--- src/sv/int64_alu_with_power_top_macros.svh ---
// assertion macros for the 64-bit alu with power
// used by the top level only, no other dependencies
`ifndef INT64_ALU_WITH_POWER_TOP_MACROS_SVH
`define INT64_ALU_WITH_POWER_TOP_MACROS_SVH

// same-cycle implication, disabled during reset
`define I64ALU_ASSERT_NOW(label, clk, rst, ante, cons, msg) \
   label: assert property (@(posedge clk) disable iff (rst) (ante) |-> (cons)) else $error(msg);

// next-cycle implication, disabled during reset
`define I64ALU_ASSERT_NEXT(label, clk, rst, ante, cons, msg) \
   label: assert property (@(posedge clk) disable iff (rst) (ante) |=> (cons)) else $error(msg);

`endif

--- src/sv/i64alu_pkg.sv ---
// shared types and constants for the 64-bit alu with power
// no dependencies; imported by the interfaces' users and all modules
package i64alu_pkg;

   localparam int unsigned WORD_W = 64;
   localparam int unsigned HALF_W = WORD_W / 2;

   typedef logic [WORD_W-1:0] word_type;

   // operation codes
   localparam logic [4:0] FN_EQ  = 5'd0;
   localparam logic [4:0] FN_NE  = 5'd1;
   localparam logic [4:0] FN_LE  = 5'd2;
   localparam logic [4:0] FN_GE  = 5'd3;
   localparam logic [4:0] FN_LT  = 5'd4;
   localparam logic [4:0] FN_GT  = 5'd5;
   localparam logic [4:0] FN_ADD = 5'd6;
   localparam logic [4:0] FN_SUB = 5'd7;
   localparam logic [4:0] FN_AND = 5'd8;
   localparam logic [4:0] FN_OR  = 5'd9;
   localparam logic [4:0] FN_XOR = 5'd10;
   localparam logic [4:0] FN_MUL = 5'd11;
   localparam logic [4:0] FN_DIV = 5'd12;
   localparam logic [4:0] FN_MOD = 5'd13;
   localparam logic [4:0] FN_ASR = 5'd14;
   localparam logic [4:0] FN_LSR = 5'd15;
   localparam logic [4:0] FN_SHL = 5'd16;
   localparam logic [4:0] FN_POW = 5'd17;

   // status codes
   localparam logic [1:0] ST_OK          = 2'd0;
   localparam logic [1:0] ST_DIV_ZERO    = 2'd1;
   localparam logic [1:0] ST_SHIFT_RANGE = 2'd2;

   // multiplier partial product steps
   localparam logic [1:0] MUL_STEP_LL   = 2'd0;
   localparam logic [1:0] MUL_STEP_LH   = 2'd1;
   localparam logic [1:0] MUL_STEP_HL   = 2'd2;
   localparam logic [1:0] MUL_STEP_LAST = 2'd3;

   localparam logic [5:0] DIV_LAST_BIT = 6'd63;

   typedef struct packed {
      logic     start;
      word_type op_a;
      word_type op_b;
   } mul_req_type;

   typedef struct packed {
      logic     start;
      word_type dividend;
      word_type divisor;
   } div_req_type;

endpackage

--- src/sv/i64alu_mul.sv ---
// iterative 64x64 multiplier, low 64 bits of the product, one 32x32 multiplier
// depends on i64alu_pkg
module i64alu_mul (
   input  logic                   clock,
   input  logic                   reset,
   input  i64alu_pkg::mul_req_type mul_req,
   output logic                   done,
   output i64alu_pkg::word_type   product
);
   import i64alu_pkg::*;

   logic [1:0]        step_ff, step_in;
   logic              busy_ff, busy_in;
   logic              done_ff, done_in;
   word_type          a_ff, a_in, b_ff, b_in;
   word_type          prod_ff, prod_in;
   word_type          acc_ff, acc_in;
   logic [HALF_W-1:0] mul_x, mul_y;
   word_type          mul_p;

   always_comb begin
      case (step_ff)
         MUL_STEP_LH: begin
            mul_x = a_ff[HALF_W-1:0];
            mul_y = b_ff[WORD_W-1:HALF_W];
         end
         MUL_STEP_HL: begin
            mul_x = a_ff[WORD_W-1:HALF_W];
            mul_y = b_ff[HALF_W-1:0];
         end
         default: begin
            mul_x = a_ff[HALF_W-1:0];
            mul_y = b_ff[HALF_W-1:0];
         end
      endcase
   end

   assign mul_p = word_type'(mul_x) * word_type'(mul_y);

   always_comb begin
      step_in = step_ff;
      busy_in = busy_ff;
      done_in = 1'b0;
      a_in    = a_ff;
      b_in    = b_ff;
      prod_in = prod_ff;
      acc_in  = acc_ff;
      if (busy_ff) begin
         prod_in = mul_p;
         step_in = step_ff + 2'd1;
         if (step_ff == MUL_STEP_LH) begin
            acc_in = prod_ff;
         end else if (step_ff != MUL_STEP_LL) begin
            // cross terms only reach the upper half
            acc_in = acc_ff + {prod_ff[HALF_W-1:0], {HALF_W{1'b0}}};
         end
         if (step_ff == MUL_STEP_LAST) begin
            busy_in = 1'b0;
            done_in = 1'b1;
         end
      end
      if (mul_req.start) begin
         a_in    = mul_req.op_a;
         b_in    = mul_req.op_b;
         step_in = MUL_STEP_LL;
         busy_in = 1'b1;
      end
   end

   always_ff @(posedge clock) begin
      if (reset) begin
         step_ff <= MUL_STEP_LL;
         busy_ff <= 1'b0;
         done_ff <= 1'b0;
      end else begin
         step_ff <= step_in;
         busy_ff <= busy_in;
         done_ff <= done_in;
      end
      a_ff    <= a_in;
      b_ff    <= b_in;
      prod_ff <= prod_in;
      acc_ff  <= acc_in;
   end

   assign done    = done_ff;
   assign product = acc_ff;

endmodule

--- config.mk ---
export PLATFORM = sky130hd
export DESIGN_NAME = i64alu_mul
export DESIGN_NICKNAME = d
export VERILOG_FILES = /design/src/sv/int64_alu_with_power_top_macros.svh /design/src/sv/i64alu_pkg.sv /design/src/sv/i64alu_mul.sv
export SDC_FILE = /design/constraint.sdc
export NUM_CORES = 2
export LEC_CHECK = 0
export ABC_CLOCK_PERIOD_IN_PS = 14800
export BUFFER_PORTS_ARGS = -buffer_cell sky130_fd_sc_hd__buf_2
export CORE_MARGIN = 1
export CORE_UTILIZATION = 45
export CTS_BUF_LIST = sky130_fd_sc_hd__clkbuf_8
export CTS_CLUSTER_SIZE = 40
export DETAILED_ROUTE_END_ITERATION = 10
export PLACE_DENSITY = 0.65
export SYNTH_ARGS = -nofsm -noshare
export SYNTH_HDL_FRONTEND = slang
export SYNTH_SLANG_ARGS = --single-unit
--- constraint.sdc ---
create_clock -name clock -period 14.8 [get_ports clock]
set_clock_uncertainty 0.15 [all_clocks]
set_input_delay 0.74 -clock clock [delete_from_list [all_inputs] [get_ports clock]]
set_output_delay 0.74 -clock clock [all_outputs]
set_load 0.005 [all_outputs]
==> impl_metrics.env <==
export IMPL_post_synth_main_area_contributors="sky130_fd_sc_hd__fa_1 42%, sky130_fd_sc_hd__edfxtp_1 18%, sky130_fd_sc_hd__ha_1 8.7%, sky130_fd_sc_hd__inv_1 7.9%, sky130_fd_sc_hd__nor2_1 5.4%"
export IMPL_final_antenna_net_count=0
export IMPL_maximum_number_of_pins_on_one_net_before_global_route_repair=83
export IMPL_clkSinkCount=260
export IMPL_rsz0062_at_grt="false"
export IMPL_row_count=112
export IMPL_maxSlewHeadroom_pct=17.1
export IMPL_hold_buffers=0
export IMPL_crit_path_start_kind="flop"
export IMPL_postSynthAreaPerCell_um2=9.81
export IMPL_yosys_cell_types_count=69
export IMPL_grt_overflow=0
export IMPL_crit_path_max_incr_delay_ns=1.06
export IMPL_ys_async_sr_fraction_pct=0
export IMPL_post_synth_top_area_cell="sky130_fd_sc_hd__fa_1"
export IMPL_detail_route_drc_violations=1
export IMPL_clk_pin_slew_worst_paths_ns=0.06
export IMPL_numCtsBuffers=43
export IMPL_critPathSlowestCell="sky130_fd_sc_hd__mux2i_4"
export IMPL_synthesis_nets=5706
export IMPL_post_route_cell_area_mm2=0.0464
export IMPL_finish_net_count=5821
export IMPL_criticalPathCategory="reg -> reg"
export IMPL_place_hpwl_um=106000
export IMPL_first_global_vias=34170
export IMPL_ff2ff_setup_slack_ns=4.80
export IMPL_min_delay_path_class="in -> reg"
export IMPL_arrival_ns=10.22
export IMPL_failed_checks="DRC"
export IMPL_finalSetupViolCount=0
export IMPL_starting_density_of_the_core_pct=45.7
export IMPL_synth_main_ff_cell="sky130_fd_sc_hd__edfxtp_1"
export IMPL_core_mm2=0.0940
export IMPL_area_growth_synth_to_final_pct=7.88
export IMPL_detailedRoute_firstPassIterationCount=9
export IMPL_fin_setup_tns_ns=0
export IMPL_nFillCells=8674
export IMPL_grt_usage_pct=28.7
export IMPL_fp_dieArea_mm2=0.0968
export IMPL_num_vias=32005
export IMPL_tritoncts_clock_tree="done"
export IMPL_top_level_ports=196
export IMPL_final_layout_size_suffix_gt1_share_pct=9.84
export IMPL_finalHoldViolCount=0
export IMPL_cts_htree_levels=2
export IMPL_slew_viol_final=0
export IMPL_cp_max_fo=40
export IMPL_status="finished with violations"
export IMPL_post_syn_area_mm2=0.0430
export IMPL_post_cts_repair_setup_buffers=0
export IMPL_netlist_area_leader_share_pct=41.8
export IMPL_buffer_ports_inserted=195
export IMPL_synth_warning_count=0
export IMPL_crit_path_end_kind="flop"
export IMPL_detailedRoute_firstIterationViolations=2625
export IMPL_synth_seq_area_share_pct=18.1
export IMPL_die_h_um=311
export IMPL_clk_path_buf_depth=3
export IMPL_gp_congestion=0.963
export IMPL_timing_critical_path_mode_cell="sky130_fd_sc_hd__fa_1"
export IMPL_timing_worst_slew_pin_value_ns=1.22
export IMPL_final_min_period_over_clock_period_pct=67.6
export IMPL_layout_common_cells="925 x sky130_fd_sc_hd__inv_1, 897 x sky130_fd_sc_hd__fa_1, 613 x sky130_fd_sc_hd__nor2_1, 547 x sky130_fd_sc_hd__nand2_1, 296 x sky130_fd_sc_hd__ha_1"
export IMPL_clock_tree_root_cell="sky130_fd_sc_hd__clkbuf_8"
export IMPL_post_place_cell_area_mm2=0.0456
export IMPL_finalWorstPathRequiredPeriod_ns=10.00
export IMPL_layout_commonest_cell="sky130_fd_sc_hd__inv_1"
export IMPL_initial_antenna_violation_count=4
export IMPL_grt_first_pass_wirelength_um=206000
export IMPL_post_synth_inst_count=4380
export IMPL_synth_seq_cells=260
export IMPL_cts_resized=0
export IMPL_vias_per_cell=5.54
export IMPL_detail_route_wl_per_cell_um=23.8
export IMPL_maxClockFrequency_mhz=100
export IMPL_edff_count_synth=256
export IMPL_required_ns=15.02
export IMPL_die_w_um=311
export IMPL_drt_wl_total_um=137000
export IMPL_worst_skew_pair_late_latency_ns=0.69
export IMPL_max_cap_violation_count=0
==> layout make-up <==
class                      count  area [um2]  area share [%]
inverter                     908        3410            7.35
timing repair buffer         255        1430            3.09
tap                         1254        1570            3.38
clock inverter                30         181           0.391
sequential                   260        7770            16.8
antenna                        1        2.50         0.00540
multi-input combinational   3027       31400            67.8
clock buffer                  43         592            1.28
==> metrics by stage <==
| step | util (%) | setup WS [ns] | hold slack (ns) | std cells |
|---|---|---|---|---|
| final | 49.3 | 4.80 | 0.0781 | 5778 |
| after global routing | 49.3 | 4.41 | 0.0714 | 5778 |
| after CTS | 49.3 | 4.88 | 0.0527 | 5777 |
| after detailed placement | 48.5 | 4.94 | 0.367 | 5704 |
| after global placement | 48.5 | 5.03 | 0.360 | 5704 |
| after floorplan | - | 6.08 | 0.348 | 4380 |
==> worst paths after layout <==
kind,from,end,depth (start not counted)
max,step_ff[0],prod_ff[60],28
min,mul_req[12],b_ff[12],1
max reg2reg,step_ff[0],prod_ff[60],28
min reg2reg,prod_ff[39],product[39],2
==> registers in the layout, indices dropped and copies added, names as in the netlist <==
register	cells
b_ff	64
done	1
prod_ff	64
product	64
a_ff	64
step_ff	2
busy_ff	1
==> cell usage after synthesis, types with 6 or more instances <==
library cell               number
sky130_fd_sc_hd__fa_1         897
sky130_fd_sc_hd__mux2i_1       65
sky130_fd_sc_hd__a21o_1        33
sky130_fd_sc_hd__mux2_2        67
sky130_fd_sc_hd__nand4_1       19
sky130_fd_sc_hd__o21ai_0       72
sky130_fd_sc_hd__o21ai_1       10
sky130_fd_sc_hd__o21bai_1      20
sky130_fd_sc_hd__nand2_1      547
sky130_fd_sc_hd__nor3_1        14
sky130_fd_sc_hd__a31oi_1       10
sky130_fd_sc_hd__o31ai_1        6
sky130_fd_sc_hd__xor2_1        34
sky130_fd_sc_hd__nand2b_1      10
sky130_fd_sc_hd__edfxtp_1     256
sky130_fd_sc_hd__inv_1        908
sky130_fd_sc_hd__clkbuf_1     167
sky130_fd_sc_hd__and3_1         6
sky130_fd_sc_hd__and2_1        43
sky130_fd_sc_hd__a21oi_1      103
sky130_fd_sc_hd__ha_1         298
sky130_fd_sc_hd__xnor2_1       57
sky130_fd_sc_hd__nor2_1       613
sky130_fd_sc_hd__nand3_1       16
sky130_fd_sc_hd__o21a_1         7
sky130_fd_sc_hd__buf_1         15
==> logic make-up (layout without fill, tap and decap cells) <==
group | count (synthesis) | count (layout) | share of synthesized area [%]
DFF | 260 | 260 | 18.1
xor gates and xnor gates | 91 | 91 | 1.85
muxes | 132 | 132 | 3.27
and+or+nand+nor | 1289 | 1289 | 12.0
buffers and inverters | 1093 | 1236 | 9.55
other | 0 | 1 | 0
AOI/OAI and AO/OA | 320 | 320 | 4.84
adders and majority gates | 1195 | 1195 | 50.4
==> routing by layer <==
| metal | share of wire (%) | track usage [%] |
|---|---|---|
| met1 | 36 | 34.9 |
| met2 | 48 | 47.5 |
| met5 | 0 | 0 |
| met3 | 8.8 | 5.29 |
| met4 | 7.3 | 17.7 |
==> critical path: cells and delay by family (launching register included) <==
kind / cells / cell delay [ns]
compound gates: 8 / 1.76
mux: 1 / 1.06
simple gates: 2 / 0.37
fa+ha+maj: 10 / 4.77
buf+inv: 6 / 1.03
flops: 1 / 0.37
xor+xnor: 1 / 0.17
Power is not shown: default switching activity piles up to over one toggle a cycle in this logic, so the estimate is an artifact.
