### src/sv/int64_alu_with_power_top_macros.svh
// assertion macros for the 64-bit alu with power
// used by the top level only, no other dependencies
`ifndef INT64_ALU_WITH_POWER_TOP_MACROS_SVH
`define INT64_ALU_WITH_POWER_TOP_MACROS_SVH

// same-cycle implication, disabled during reset
`define I64ALU_ASSERT_NOW(label, clk, rst, ante, cons, msg) \
   label: assert property (@(posedge clk) disable iff (rst) (ante) |-> (cons)) else $error(msg);

// next-cycle implication, disabled during reset
`define I64ALU_ASSERT_NEXT(label, clk, rst, ante, cons, msg) \
   label: assert property (@(posedge clk) disable iff (rst) (ante) |=> (cons)) else $error(msg);

`endif

### src/sv/i64alu_pkg.sv
// shared types and constants for the 64-bit alu with power
// no dependencies; imported by the interfaces' users and all modules
package i64alu_pkg;

   localparam int unsigned WORD_W = 64;
   localparam int unsigned HALF_W = WORD_W / 2;

   typedef logic [WORD_W-1:0] word_type;

   // operation codes
   localparam logic [4:0] FN_EQ  = 5'd0;
   localparam logic [4:0] FN_NE  = 5'd1;
   localparam logic [4:0] FN_LE  = 5'd2;
   localparam logic [4:0] FN_GE  = 5'd3;
   localparam logic [4:0] FN_LT  = 5'd4;
   localparam logic [4:0] FN_GT  = 5'd5;
   localparam logic [4:0] FN_ADD = 5'd6;
   localparam logic [4:0] FN_SUB = 5'd7;
   localparam logic [4:0] FN_AND = 5'd8;
   localparam logic [4:0] FN_OR  = 5'd9;
   localparam logic [4:0] FN_XOR = 5'd10;
   localparam logic [4:0] FN_MUL = 5'd11;
   localparam logic [4:0] FN_DIV = 5'd12;
   localparam logic [4:0] FN_MOD = 5'd13;
   localparam logic [4:0] FN_ASR = 5'd14;
   localparam logic [4:0] FN_LSR = 5'd15;
   localparam logic [4:0] FN_SHL = 5'd16;
   localparam logic [4:0] FN_POW = 5'd17;

   // status codes
   localparam logic [1:0] ST_OK          = 2'd0;
   localparam logic [1:0] ST_DIV_ZERO    = 2'd1;
   localparam logic [1:0] ST_SHIFT_RANGE = 2'd2;

   // multiplier partial product steps
   localparam logic [1:0] MUL_STEP_LL   = 2'd0;
   localparam logic [1:0] MUL_STEP_LH   = 2'd1;
   localparam logic [1:0] MUL_STEP_HL   = 2'd2;
   localparam logic [1:0] MUL_STEP_LAST = 2'd3;

   localparam logic [5:0] DIV_LAST_BIT = 6'd63;

   typedef struct packed {
      logic     start;
      word_type op_a;
      word_type op_b;
   } mul_req_type;

   typedef struct packed {
      logic     start;
      word_type dividend;
      word_type divisor;
   } div_req_type;

endpackage

### src/sv/i64alu_div.sv
// restoring unsigned 64-bit divider, one quotient bit per cycle
// depends on i64alu_pkg
module i64alu_div (
   input  logic                   clock,
   input  logic                   reset,
   input  i64alu_pkg::div_req_type div_req,
   output logic                   done,
   output i64alu_pkg::word_type   quotient,
   output i64alu_pkg::word_type   remainder
);
   import i64alu_pkg::*;

   logic [5:0]    count_ff, count_in;
   logic          busy_ff, busy_in;
   logic          done_ff, done_in;
   word_type      rem_ff, rem_in;
   word_type      quo_ff, quo_in;
   word_type      den_ff, den_in;
   logic [WORD_W:0]   shifted;
   logic [WORD_W+1:0] trial;
   logic              borrow;

   assign shifted = {rem_ff, quo_ff[WORD_W-1]};
   assign trial   = {1'b0, shifted} - {2'b00, den_ff};
   assign borrow  = trial[WORD_W+1];

   always_comb begin
      count_in = count_ff;
      busy_in  = busy_ff;
      done_in  = 1'b0;
      rem_in   = rem_ff;
      quo_in   = quo_ff;
      den_in   = den_ff;
      if (busy_ff) begin
         rem_in   = borrow ? shifted[WORD_W-1:0] : trial[WORD_W-1:0];
         quo_in   = {quo_ff[WORD_W-2:0], ~borrow};
         count_in = count_ff + 6'd1;
         if (count_ff == DIV_LAST_BIT) begin
            busy_in = 1'b0;
            done_in = 1'b1;
         end
      end
      if (div_req.start) begin
         rem_in   = '0;
         quo_in   = div_req.dividend;
         den_in   = div_req.divisor;
         count_in = '0;
         busy_in  = 1'b1;
      end
   end

   always_ff @(posedge clock) begin
      if (reset) begin
         count_ff <= '0;
         busy_ff  <= 1'b0;
         done_ff  <= 1'b0;
      end else begin
         count_ff <= count_in;
         busy_ff  <= busy_in;
         done_ff  <= done_in;
      end
      rem_ff <= rem_in;
      quo_ff <= quo_in;
      den_ff <= den_in;
   end

   assign done      = done_ff;
   assign quotient  = quo_ff;
   assign remainder = rem_ff;

endmodule

### config.mk
export PLATFORM = sky130hd
export DESIGN_NAME = i64alu_div
export DESIGN_NICKNAME = d
export VERILOG_FILES = /design/src/sv/int64_alu_with_power_top_macros.svh /design/src/sv/i64alu_pkg.sv /design/src/sv/i64alu_div.sv
export SDC_FILE = /design/constraint.sdc
export NUM_CORES = 1
export LEC_CHECK = 0
export ABC_CLOCK_PERIOD_IN_PS = 3500
export BUFFER_PORTS_ARGS = -buffer_cell sky130_fd_sc_hd__clkbuf_2
export CAP_MARGIN = 20
export CELL_PAD_IN_SITES_DETAIL_PLACEMENT = 1
export CELL_PAD_IN_SITES_GLOBAL_PLACEMENT = 2
export CORE_ASPECT_RATIO = 0.9
export CORE_UTILIZATION = 34
export DETAILED_ROUTE_END_ITERATION = 16
export PLACE_DENSITY = 0.87
export REMOVE_ABC_BUFFERS = 1
export SLEW_MARGIN = 20
export SYNTH_ARGS = -nofsm -noshare
export SYNTH_HDL_FRONTEND = slang
export SYNTH_SLANG_ARGS = --single-unit
### constraint.sdc
create_clock -name clock -period 3.5 [get_ports clock]
set_input_delay 0.875 -clock clock [delete_from_list [all_inputs] [get_ports clock]]
set_output_delay 0.875 -clock clock [all_outputs]
set_load 0.01 [all_outputs]
==> results of run 1 <==
[timing repair]
item,in CTS,in global routing
hold buffers,0,0
gates resized for setup,0,11
endpoints found under the setup margin,0,35
buffers inserted,0,2
[routing by layer]
metal  vias up  global-route usage  share of wire  routed length [um]
met1      5050              0.2748           0.45               17230
met4         2             0.07481          0.021                 819
met5         -                   0        0.00034                  13
met2       307              0.3513           0.47               17950
li1       4971                   -              -                   -
met3        55             0.05779          0.067                2571
[worst reg2reg max path: stages (launching register included)]
cell	delay [ns]
edfxtp_1	0.33
inv_1	0.04
ha_2	0.40
nand2_1	0.10
or4_1	0.55
o2bb2ai_2	0.24
o2111ai_2	0.17
a31oi_2	0.31
a31o_4	0.25
a31oi_4	0.10
o31a_1	0.25
o311a_1	0.35
a31oi_1	0.14
[registers in the layout (all words and copies together), names as in the netlist]
register and cells:
quotient 64, count_ff 6, remainder 64, den_ff 64, busy_ff 1, done 1
[layout make-up]
| cell class | count | area (um^2) | share of cell area |
|---|---|---|---|
| multi-input cells | 870 | 5972 | 0.4150 |
| clock buffers | 20 | 436.7 | 0.03035 |
| repair buffers | 296 | 1655 | 0.1150 |
| well taps | 462 | 578.1 | 0.04017 |
| inverters | 87 | 326.6 | 0.02270 |
| clock inverters | 12 | 131.4 | 0.009130 |
| flip-flops and latches | 200 | 5289 | 0.3676 |
[per-stage QoR]
step,hold WS [ns],instances,util
floorplan,0.4536,1157,-
global placement,0.4661,1913,0.4012
detailed placement,0.4754,1913,0.4012
CTS,0.4879,1945,0.4178
global route,0.5118,1947,0.4198
finish,0.4842,1947,0.4198
[cells by family after synthesis]
family / synth area share
xor+xnor: 0.04394
flops: 0.4419
fa+ha+maj: 0.06967
compound gates: 0.1831
simple gates: 0.1323
mux: 0.06549
buf+inv: 0.06360
[power breakdown]
part	switching [mW]	internal (mW)	leakage [nW]	total (mW)
logic	1.02	0.707	4.06	1.73
clock network	1.01	1.01	0.277	2.02
registers	0.142	2.73	1.86	2.88
total	2.17	4.45	6.20	6.62
[final timing paths]
check                          endpoint                     start
max          remainder[62]$_SDFFE_PP0P_       den_ff[9]$_DFFE_PP_
min            count_ff[5]$_SDFFE_PP0P_  count_ff[5]$_SDFFE_PP0P_
max reg2reg  remainder[62]$_SDFFE_PP0P_       den_ff[9]$_DFFE_PP_
min reg2reg    count_ff[5]$_SDFFE_PP0P_  count_ff[5]$_SDFFE_PP0P_
[cells in the final DEF, fill, tap and decap left out, types with 31 or more instances in the layout]
cell and n:
mux2_2 64, a21oi_1 86, ha_1 64, edfxtp_1 128, nor2_1 89, dfxtp_1 71, buf_4 31, clkbuf_2 258
nand2_1 150, a311oi_1 44, o21ai_0 35, inv_1 86, xnor2_1 40
==> results.md, run 1 <==
* Part of the Yosys area used for sequential elements at 0.4419
* Placed instance area at 13750 um^2
* Worst R2R Path Depth at 12
* Synth cell types at 77
* Vias per cell at 5.334
* Avg Inst Size Synth at 9.779 um^2
* I/O pins at 260
* Pins Over Slew Limit at 0
* Vias at 10.39k
* Clk_lat worst skew at 0.49 ns
* Pre-CTS WS at 0.03091 ns
* Row Count at 64
* Final TNS setup at 0 ns
* Critical path's largest stage delay at 0.55 ns
* Area growth syn-to-layout at 20.31%
* GP Congestion at 0.8793
* Num CTS Buffers at 17
* Global-route wire length before repair at 59.88 mm
* Post-layout minimum cycle time at 3.309 ns
* Hold Path Class: flop to flop
* Arrival time at the worst endpoint at 3.73 ns
* VDD IR max at 328.4 uV
* Reg2reg setup slack at 0.19 ns
* Initial antenna violation count at 1
* #FFs+latches synth at 200
* Design Area, Final at 14390 um^2
* Yosys top cell area share at 0.3214
* Synth top cells by count: 151 x nand2_1, 128 x edfxtp_1, 89 x a21oi_1, 89 x nor2_1, 87 x inv_1
* Maxcap violations at 0
* Leakage at 6.200 nW
* Number of synthesized flops with an enable pin at 128
* GR Util All Layers at 0.2163
* Vias in the first global route at 10.79k
* CTS tree: yes
* Die Span Y at 179.9 um
* Power density cells at 460.1 nW/um^2
* Fill count at 4023
* Diodes inserted at 0
* Layout cell share with drive strength beyond 1 at 0.2795
* Family with the most delay on the worst path: compound AO/OA/AOI/OAI gates
* Final wirelength at 38.58 mm
* GRT Residual Overflow at 0
* Synth Instances at 1223
* Status: finished, final reports clean
* Die X at 199.7 um
* CORE AREA at 34270 um^2
* Antenna violation net count after detailed routing at 0
* Clock Path Buffers at 2
* Ys Warns at 0
* H-Tree Depth at 4
* DRC Markers at 0
* Clk slew on worst S/H paths at 0.08 ns
* Post-synthesis instance area at 11960 um^2
* Final worst setup slack at 0.1911 ns
* Count leader, synth: nand2_1
* Nets at 1669
* Crit path depth at 12
* Final hold violations at 0
* Die area at 35930 um^2
* Critical Path Fanout Max at 8
* Area leader, netlist: edfxtp_1
* Fraction of registers with async set/reset at 0
* Clock skew at 0.02467 ns
* Final Cycle Share at 0.9454
* Peak Freq at 0.3022 GHz
* Min-Delay Path Depth at 2
* Worst-Margin Slew at 0.6076 ns
* CTS Sinks at 200
* Worst path buffer plus inverter count at 1
* Startpoint Class: flop
* Ys flop type: edfxtp_1
* 1st-pass router iterations at 5
* IO Port Bufs at 259
* Slowest-stage cell, CP: or4_1
* DP HPWL at 29.08 mm
* Root Driver: clkbuf_16
* CP cell instances: inv_1, ha_2, nand2_1, or4_1, o2bb2ai_2, o2111ai_2, a31oi_2, a31o_4, a31oi_4, o31a_1, o311a_1, a31oi_1
* Slew headroom at 0.5918
* Critical Path End Type: flop
* Kind of critical path: flop to flop
* DR iter-0 viols at 445
* RSZ-0062 raised after global routing: false
* Tot Pwr at 6.620 mW
* Initial core utilization at 0.3490
* Drt wl/cell at 19.81 um
* Critical Path RT at 3.92 ns
* Final setup vio count at 0
* Synth top area cells: edfxtp_1 32%, dfxtp_1 12%, ha_1 6.8%
* Pin count of the biggest net entering global routing at 105
(Power assumes the default switching activity.)
==> inputs of run 2 (changes only) <==
--- a/config.mk
+++ b/config.mk
@@ -13,7 +13,7 @@
 export CORE_ASPECT_RATIO = 0.9
 export CORE_UTILIZATION = 34
 export DETAILED_ROUTE_END_ITERATION = 16
-export PLACE_DENSITY = 0.87
+export PLACE_DENSITY_LB_ADDON = 0.15
 export REMOVE_ABC_BUFFERS = 1
 export SLEW_MARGIN = 20
 export SYNTH_ARGS = -nofsm -noshare
==> run 2 against run 1 <==
  * Wire length up 1.7%
  * Via count down 1.2%
  * Final area up 1.0%
  * Critical path type unchanged
  * Largest cell class unchanged
  * Highest routed layer is now met4
==> results.md, run 2 (synthesis gave the netlist of run 1 again) <==
* Tot Pwr at 6.797 mW (+2.7%)
* Final TNS setup at 0 ns (unchanged)
* Clock skew at 0.01815 ns (-0.006523 ns)
* Initial core utilization at 0.3490 (unchanged)
* Clk_lat worst skew at 0.48 ns (about the same)
* Layout cell share with drive strength beyond 1 at 0.2907 (+0.01123)
* VDD IR max at 330.4 uV (+0.62%)
* Placed Cells at 1922 (+0.47%)
* Most frequent cells in the layout: 258 x clkbuf_2, 150 x nand2_1, 128 x edfxtp_1
* Clock Path Buffers at 2 (unchanged)
* Root Driver: clkbuf_16
* CTS Sinks at 200 (unchanged)
* H-Tree Depth at 4 (unchanged)
* Clock power frac at 0.318 (+0.013)
* Worst flop-to-flop path startpoint: quotient[63]$_DFFE_PP_
* Num CTS Buffers at 17 (unchanged)
* Die area at 35930 um^2 (unchanged)
* Vias at 10.26k (-1.2%)
* Leakage at 6.268 nW (+1.1%)
* Kind of critical path: flop to flop
* Sw Pwr at 2.246 mW (+3.5%)
* Vias in the first global route at 10.79k (-0.028%)
* Commonest non-fill, non-tap cell in the layout: clkbuf_2
* Diodes inserted at 0 (unchanged)
* Drt wl/cell at 20.06 um (+1.2%)
* 1st-pass router iterations at 5 (unchanged)
* Row Count at 64 (unchanged)
* Initial antenna violation count at 0 (-1)
* Critical Path RT at 3.90 ns (-0.02 ns)
* RSZ-0062 raised after global routing: true
* Final wirelength at 39.22 mm (+1.7%)
* Die Span Y at 179.9 um (unchanged)
* Worst R2R Path Depth at 15 (+3)
* DP HPWL at 29.72 mm (+2.2%)
* R2r endpoint: remainder[58]$_SDFFE_PP0P_
* Sequential power share at 0.424 (-0.011)
* Design Area, Final at 14540 um^2 (+1.0%)
* Placed instance area at 13810 um^2 (+0.40%)
* Area growth syn-to-layout at 21.56%
* IO Port Bufs at 259 (unchanged)
* Final setup vio count at 0 (unchanged)
* Worst-Margin Slew at 1.128 ns (+0.5207 ns)
* DRC Markers at 0 (unchanged)
* Maxcap violations at 0 (unchanged)
* Post-layout minimum cycle time at 3.284 ns (-0.02451 ns)
* CORE AREA at 34270 um^2 (unchanged)
* Reg2reg setup slack at 0.22 ns (+0.02 ns)
* Critical Path End Type: flop
* I/O pins at 260 (unchanged)
* Die X at 199.7 um (unchanged)
* Power density cells at 467.5 nW/um^2 (+1.6%)
* Slew headroom at 0.2478 (-0.3440)
* Pre-CTS WS at 0.03906 ns (+0.008151 ns)
* Final Non-Filler Cells at 1955 (+0.41%)
* DR iter-0 viols at 424 (-4.7%)
* Arrival time at the worst endpoint at 3.68 ns (-0.05 ns)
* Antenna violation net count after detailed routing at 0 (unchanged)
* Pins Over Slew Limit at 0 (unchanged)
* Final Cycle Share at 0.9384 (-0.007003)
* CTS Hold Bufs at 0 (unchanged)
* Status: finished, final reports clean
* Final hold violations at 0 (unchanged)
* Startpoint Class: flop
* Peak Freq at 0.3045 GHz (+0.75%)
* Comb pwr share at 0.258 (-0.003)
* Hold Path Class: flop to flop
* Clk slew on worst S/H paths at 0.08 ns (about the same)
* Nets at 1677 (+0.48%)
* Pin count of the biggest net entering global routing at 102 (-2.9%)
* Final worst setup slack at 0.2156 ns (+0.02451 ns)
* Vias per cell at 5.250 (-1.6%)
* Switch share at 0.3304 (+0.002495)
* GRT Residual Overflow at 0 (unchanged)
* Critical Path Start: quotient[63]$_DFFE_PP_
* Critical Path Fanout Max at 3 (-5)
* CTS tree: yes
* GR Util All Layers at 0.2220 (+0.005659)
* Post-layout util at 0.4242 (+0.004380)
* Critical path destination: remainder[58]$_SDFFE_PP0P_
* GP Congestion at 0.8604 (-2.1%)
* Min Hold Slack at 0.5156 ns (+0.03143 ns)
* Internal power at 4.551 mW (+2.3%)
* Global-route wire length before repair at 61.31 mm (+2.4%)
## run 2: cell count changes in the layout (fill, tap and decap cells not counted), sizes merged
cell / before / now
inv: 93 / 95
bufinv: 1 / 2
clkbuf: 278 / 275
buf: 38 / 46
## run 2: power groups by stage
stage	Clock [mW]	Sequential [mW]	Combinational, mW
6_report	2.16	2.88	1.76
5_1_grt	2.31	2.91	1.94
4_1_cts	2.23	2.88	1.74
3_5_place_dp	0	2.93	1.73
3_3_place_gp	0	2.93	1.73
2_1_floorplan	0	2.97	0.989
## run 2: repair_timing
item | 4_1_cts | 5_1_grt
setup buffers | 0 | 1
resized for setup | 0 | 21
endpoints found under the hold margin | 0 | 0
endpoints found under the setup margin | 0 | 24
## run 2: area by class of cell
class / count / area, um^2
Fill cell: 3998 / 19730
Multi-Input combinational cell: 870 / 6017
Sequential cell: 200 / 5289
Timing Repair Buffer: 304 / 1707
Tap cell: 462 / 578.1
Clock buffer: 17 / 425.4
Inverter: 87 / 326.6
Clock inverter: 15 / 196.4
## run 2: metal layers
layer  vias to the layer above  global-route usage  share of wire
met5                         -                   0              0
met4                         0             0.05649          0.014
met3                        31             0.06173          0.054
met2                       247              0.3550           0.46
met1                      5001              0.2930           0.47
li1                       4985                   -              -
## run 2: critical path, stage by stage, from the launching register on
cell and delay, ns:
edfxtp_1 0.40, inv_1 0.08, ha_1 0.16, inv_1 0.06, fa_1 0.43, a21oi_2 0.21, o21a_1 0.17, o2bb2ai_2 0.09
o2111ai_2 0.24, a31oi_2 0.16, a31o_4 0.27, buf_4 0.15, a221o_1 0.33, xor2_1 0.15, nand2_1 0.08, a311oi_2 0.23
## run 2: worst min-delay path by stage
stage / start / depth (start not counted) / endpoint
global placement: count_ff[5]$_SDFFE_PP0P_ / 2 / count_ff[5]$_SDFFE_PP0P_
CTS: count_ff[5]$_SDFFE_PP0P_ / 2 / count_ff[5]$_SDFFE_PP0P_
detailed placement: count_ff[5]$_SDFFE_PP0P_ / 2 / count_ff[5]$_SDFFE_PP0P_
finish: remainder[30]$_SDFFE_PP0P_ / 2 / remainder[31]$_SDFFE_PP0P_
global route: div_req[10] / 1 / den_ff[10]$_DFFE_PP_
floorplan: count_ff[5]$_SDFFE_PP0P_ / 2 / count_ff[5]$_SDFFE_PP0P_
==> inputs of run 3 (changes only) <==
--- a/config.mk
+++ b/config.mk
@@ -5,16 +5,15 @@
 export SDC_FILE = /design/constraint.sdc
 export NUM_CORES = 1
 export LEC_CHECK = 0
-export ABC_CLOCK_PERIOD_IN_PS = 3500
+export ABC_CLOCK_PERIOD_IN_PS = 2700
 export BUFFER_PORTS_ARGS = -buffer_cell sky130_fd_sc_hd__clkbuf_2
 export CAP_MARGIN = 20
 export CELL_PAD_IN_SITES_DETAIL_PLACEMENT = 1
 export CELL_PAD_IN_SITES_GLOBAL_PLACEMENT = 2
 export CORE_ASPECT_RATIO = 0.9
-export CORE_UTILIZATION = 34
+export CORE_UTILIZATION = 31
 export DETAILED_ROUTE_END_ITERATION = 16
 export PLACE_DENSITY_LB_ADDON = 0.15
-export REMOVE_ABC_BUFFERS = 1
 export SLEW_MARGIN = 20
 export SYNTH_ARGS = -nofsm -noshare
 export SYNTH_HDL_FRONTEND = slang
==> constraint.sdc (replaced) <==
create_clock -name clock -period 2.7 [get_ports clock]
set_input_delay 0.675 -clock clock [delete_from_list [all_inputs] [get_ports clock]]
set_output_delay 0.675 -clock clock [all_outputs]
set_load 0.01 [all_outputs]
==> run 3 against run 2 <==
  * The run now ends with negative setup slack left
  * Flip-flop and latch count unchanged
  * Sequential share of layout area down 7.7 points
  * Clock skew up 0.00096 ns
  * Hold slack worse by 0.16 ns
  * Register-to-register slack worse by 0.61 ns
  * Clock-buffer cell count up 1
  * Final area up 27%
  * Sequential power up 28%
  * Die area up 9.6%
  * Power up 46%
==> results.md, run 3 (synthesis gave the netlist of run 1 again) <==
* Final wirelength at 44.98 mm (+15%)
* Clock skew at 0.01911 ns (+0.0009593 ns)
* Worst path most repeated cell: o41ai_2
* VDD IR max at 357.3 uV (+8.1%)
* Initial antenna violation count at 1 (+1)
* DP HPWL at 31.65 mm (+6.5%)
* Min Hold Slack at 0.3582 ns (-0.1575 ns)
* DRC Markers at 0 (unchanged)
* Critical Path End Type: flop
* Pre-CTS WS at -0.5133 ns (-0.5524 ns)
* I/O pins at 260 (unchanged)
* Maxcap violations at 0 (unchanged)
* Clk slew on worst S/H paths at 0.09 ns (about the same)
* Pins Over Slew Limit at 0 (unchanged)
* Slowest-stage cell, CP: edfxtp_1
* CP cell instances: inv_2, ha_4, nand4_1, nor3_4, nand3_2, a31oi_4, o31ai_4, o41ai_2, buf_4, a21oi_4, o41ai_2, mux2_4, a32oi_2
* Power density cells at 538.6 nW/um^2 (+15%)
* Clk_lat worst skew at 0.49 ns (about the same)
* Vias per cell at 5.107 (-2.7%)
* Layout cell share with drive strength beyond 1 at 0.5345 (+0.2438)
* Initial core utilization at 0.3178 (-0.03122)
* Family with the most delay on the worst path: compound AO/OA/AOI/OAI gates
* Leakage at 8.130 nW (+30%)
* Vias in the first global route at 12.23k (+13%)
* Post-layout util at 0.4907 (+0.06647)
* GP Congestion at 0.8794 (+2.2%)
* Commonest non-fill, non-tap cell in the layout: buf_4
* Kind of critical path: flop to flop
* DR iter-0 viols at 606 (+43%)
* Tot Pwr at 9.947 mW (+46%)
* Arrival time at the worst endpoint at 3.50 ns (-0.18 ns)
* Vias at 11.43k (+11%)
* Startpoint Class: flop
* Post-synthesis net count at 1420
* RSZ-0062 raised after global routing: true
* Antenna violation net count after detailed routing at 0 (unchanged)
* Worst-Margin Slew at 0.7131 ns (-0.4151 ns)
* GR Util All Layers at 0.2289 (+0.006994)
* Post-layout minimum cycle time at 3.096 ns (-0.1880 ns)
* Critical Path RT at 3.10 ns (-0.80 ns)
* Num CTS Buffers at 17 (unchanged)
* Area growth syn-to-layout at 54.42%
* H-Tree Depth at 4 (unchanged)
* Worst path buffer plus inverter count at 2 (-1)
* Most frequent cells in the layout: 259 x buf_4, 258 x clkbuf_2, 128 x edfxtp_1
* CORE AREA at 37640 um^2 (+9.8%)
* Nets at 1937 (+16%)
* Clock Path Buffers at 2 (unchanged)
* Root Driver: clkbuf_16
* Failing checks: negative setup slack
* CTS tree: yes
* Critical path's largest stage delay at 0.36 ns (-0.07 ns)
* Final hold violations at 0 (unchanged)
* Global-route wire length before repair at 69.13 mm (+13%)
* Row Count at 67 (+4.7%)
* GRT Residual Overflow at 0 (unchanged)
* Final Cycle Share at 1.147 (+0.2084)
* Slew headroom at 0.5202 (+0.2724)
* Hold Path Class: input port to flop
* Status: finished, violations left
* Peak Freq at 0.3230 GHz (+6.1%)
* Die area at 39370 um^2 (+9.6%)
* Final setup vio count at 65 (+65)
* IO Port Bufs at 259 (unchanged)
* CTS Sinks at 200 (unchanged)
* Critical Path Fanout Max at 3 (unchanged)
* Pin count of the biggest net entering global routing at 74 (-27%)
* Final worst setup slack at -0.3964 ns (-0.6120 ns)
* 1st-pass router iterations at 4 (-1)
* Die Span Y at 188.3 um (+4.7%)
* Drt wl/cell at 20.11 um (+0.25%)
* Die X at 209.0 um (+4.7%)
## run 3: changes by cell type in the layout (fill, tap and decap cells not counted), sizes merged, moves of 2 or more
cell / previous run / this run
buf: 46 / 303
clkbuf: 275 / 277
clkinv: 4 / 6
inv: 95 / 93
## run 3: worst paths after layout
check / from / end / slack (ns) / depth (start not counted)
worst min-delay path: div_req[50] / den_ff[50]$_DFFE_PP_ / 0.36 / 1
worst max register to register: den_ff[15]$_DFFE_PP_ / remainder[55]$_SDFFE_PP0P_ / -0.40 / 13
worst min register to register: count_ff[5]$_SDFFE_PP0P_ / count_ff[5]$_SDFFE_PP0P_ / 0.50 / 2
worst max-delay path: den_ff[15]$_DFFE_PP_ / remainder[55]$_SDFFE_PP0P_ / -0.40 / 13
## run 3: cell type report
cell class / instances / area [um^2]
fill: 4204 / 19170
multi-input combinational: 872 / 7664
sequential: 200 / 5299
timing repair buffer: 562 / 3965
tap: 483 / 604.3
clock buffer: 18 / 429.2
inverter: 87 / 326.6
clock inverter: 14 / 178.9
antenna: 1 / 2.502
## run 3: stage by stage
step                std cells  setup TNS, ns  instance area (um^2)
floorplan                1223         -4.051                 12160
finish                   2237         -16.37                 18470
CTS                      2232         -13.23                 17790
global placement         2158         -17.65                 15600
detailed placement       2158         -23.68                 15600
global route             2237         -25.30                 18470
## run 3: repair_timing
item / CTS / global route
setup buffers: 30 / 18
pin swaps: 104 / 100
endpoints found under the setup margin: 65 / 65
resized for setup: 231 / 166
cloned: 13 / 1
hold buffers: 0 / 0
hold endpoints to repair: 0 / 0
## run 3: metal layers
metal  share of wire  track usage  wire (um)
met1            0.45       0.2873      20040
met2            0.49       0.3868      22250
met3           0.037      0.05250       1669
met4           0.023      0.07551       1030
met5               0            0          0
## run 3: report_power, final
group / internal, mW / total (mW) / switching (mW)
registers: 3.55 / 3.69 / 0.146
logic: 1.63 / 3.50 / 1.87
clock network: 1.33 / 2.75 / 1.42
total: 6.51 / 9.95 / 3.44
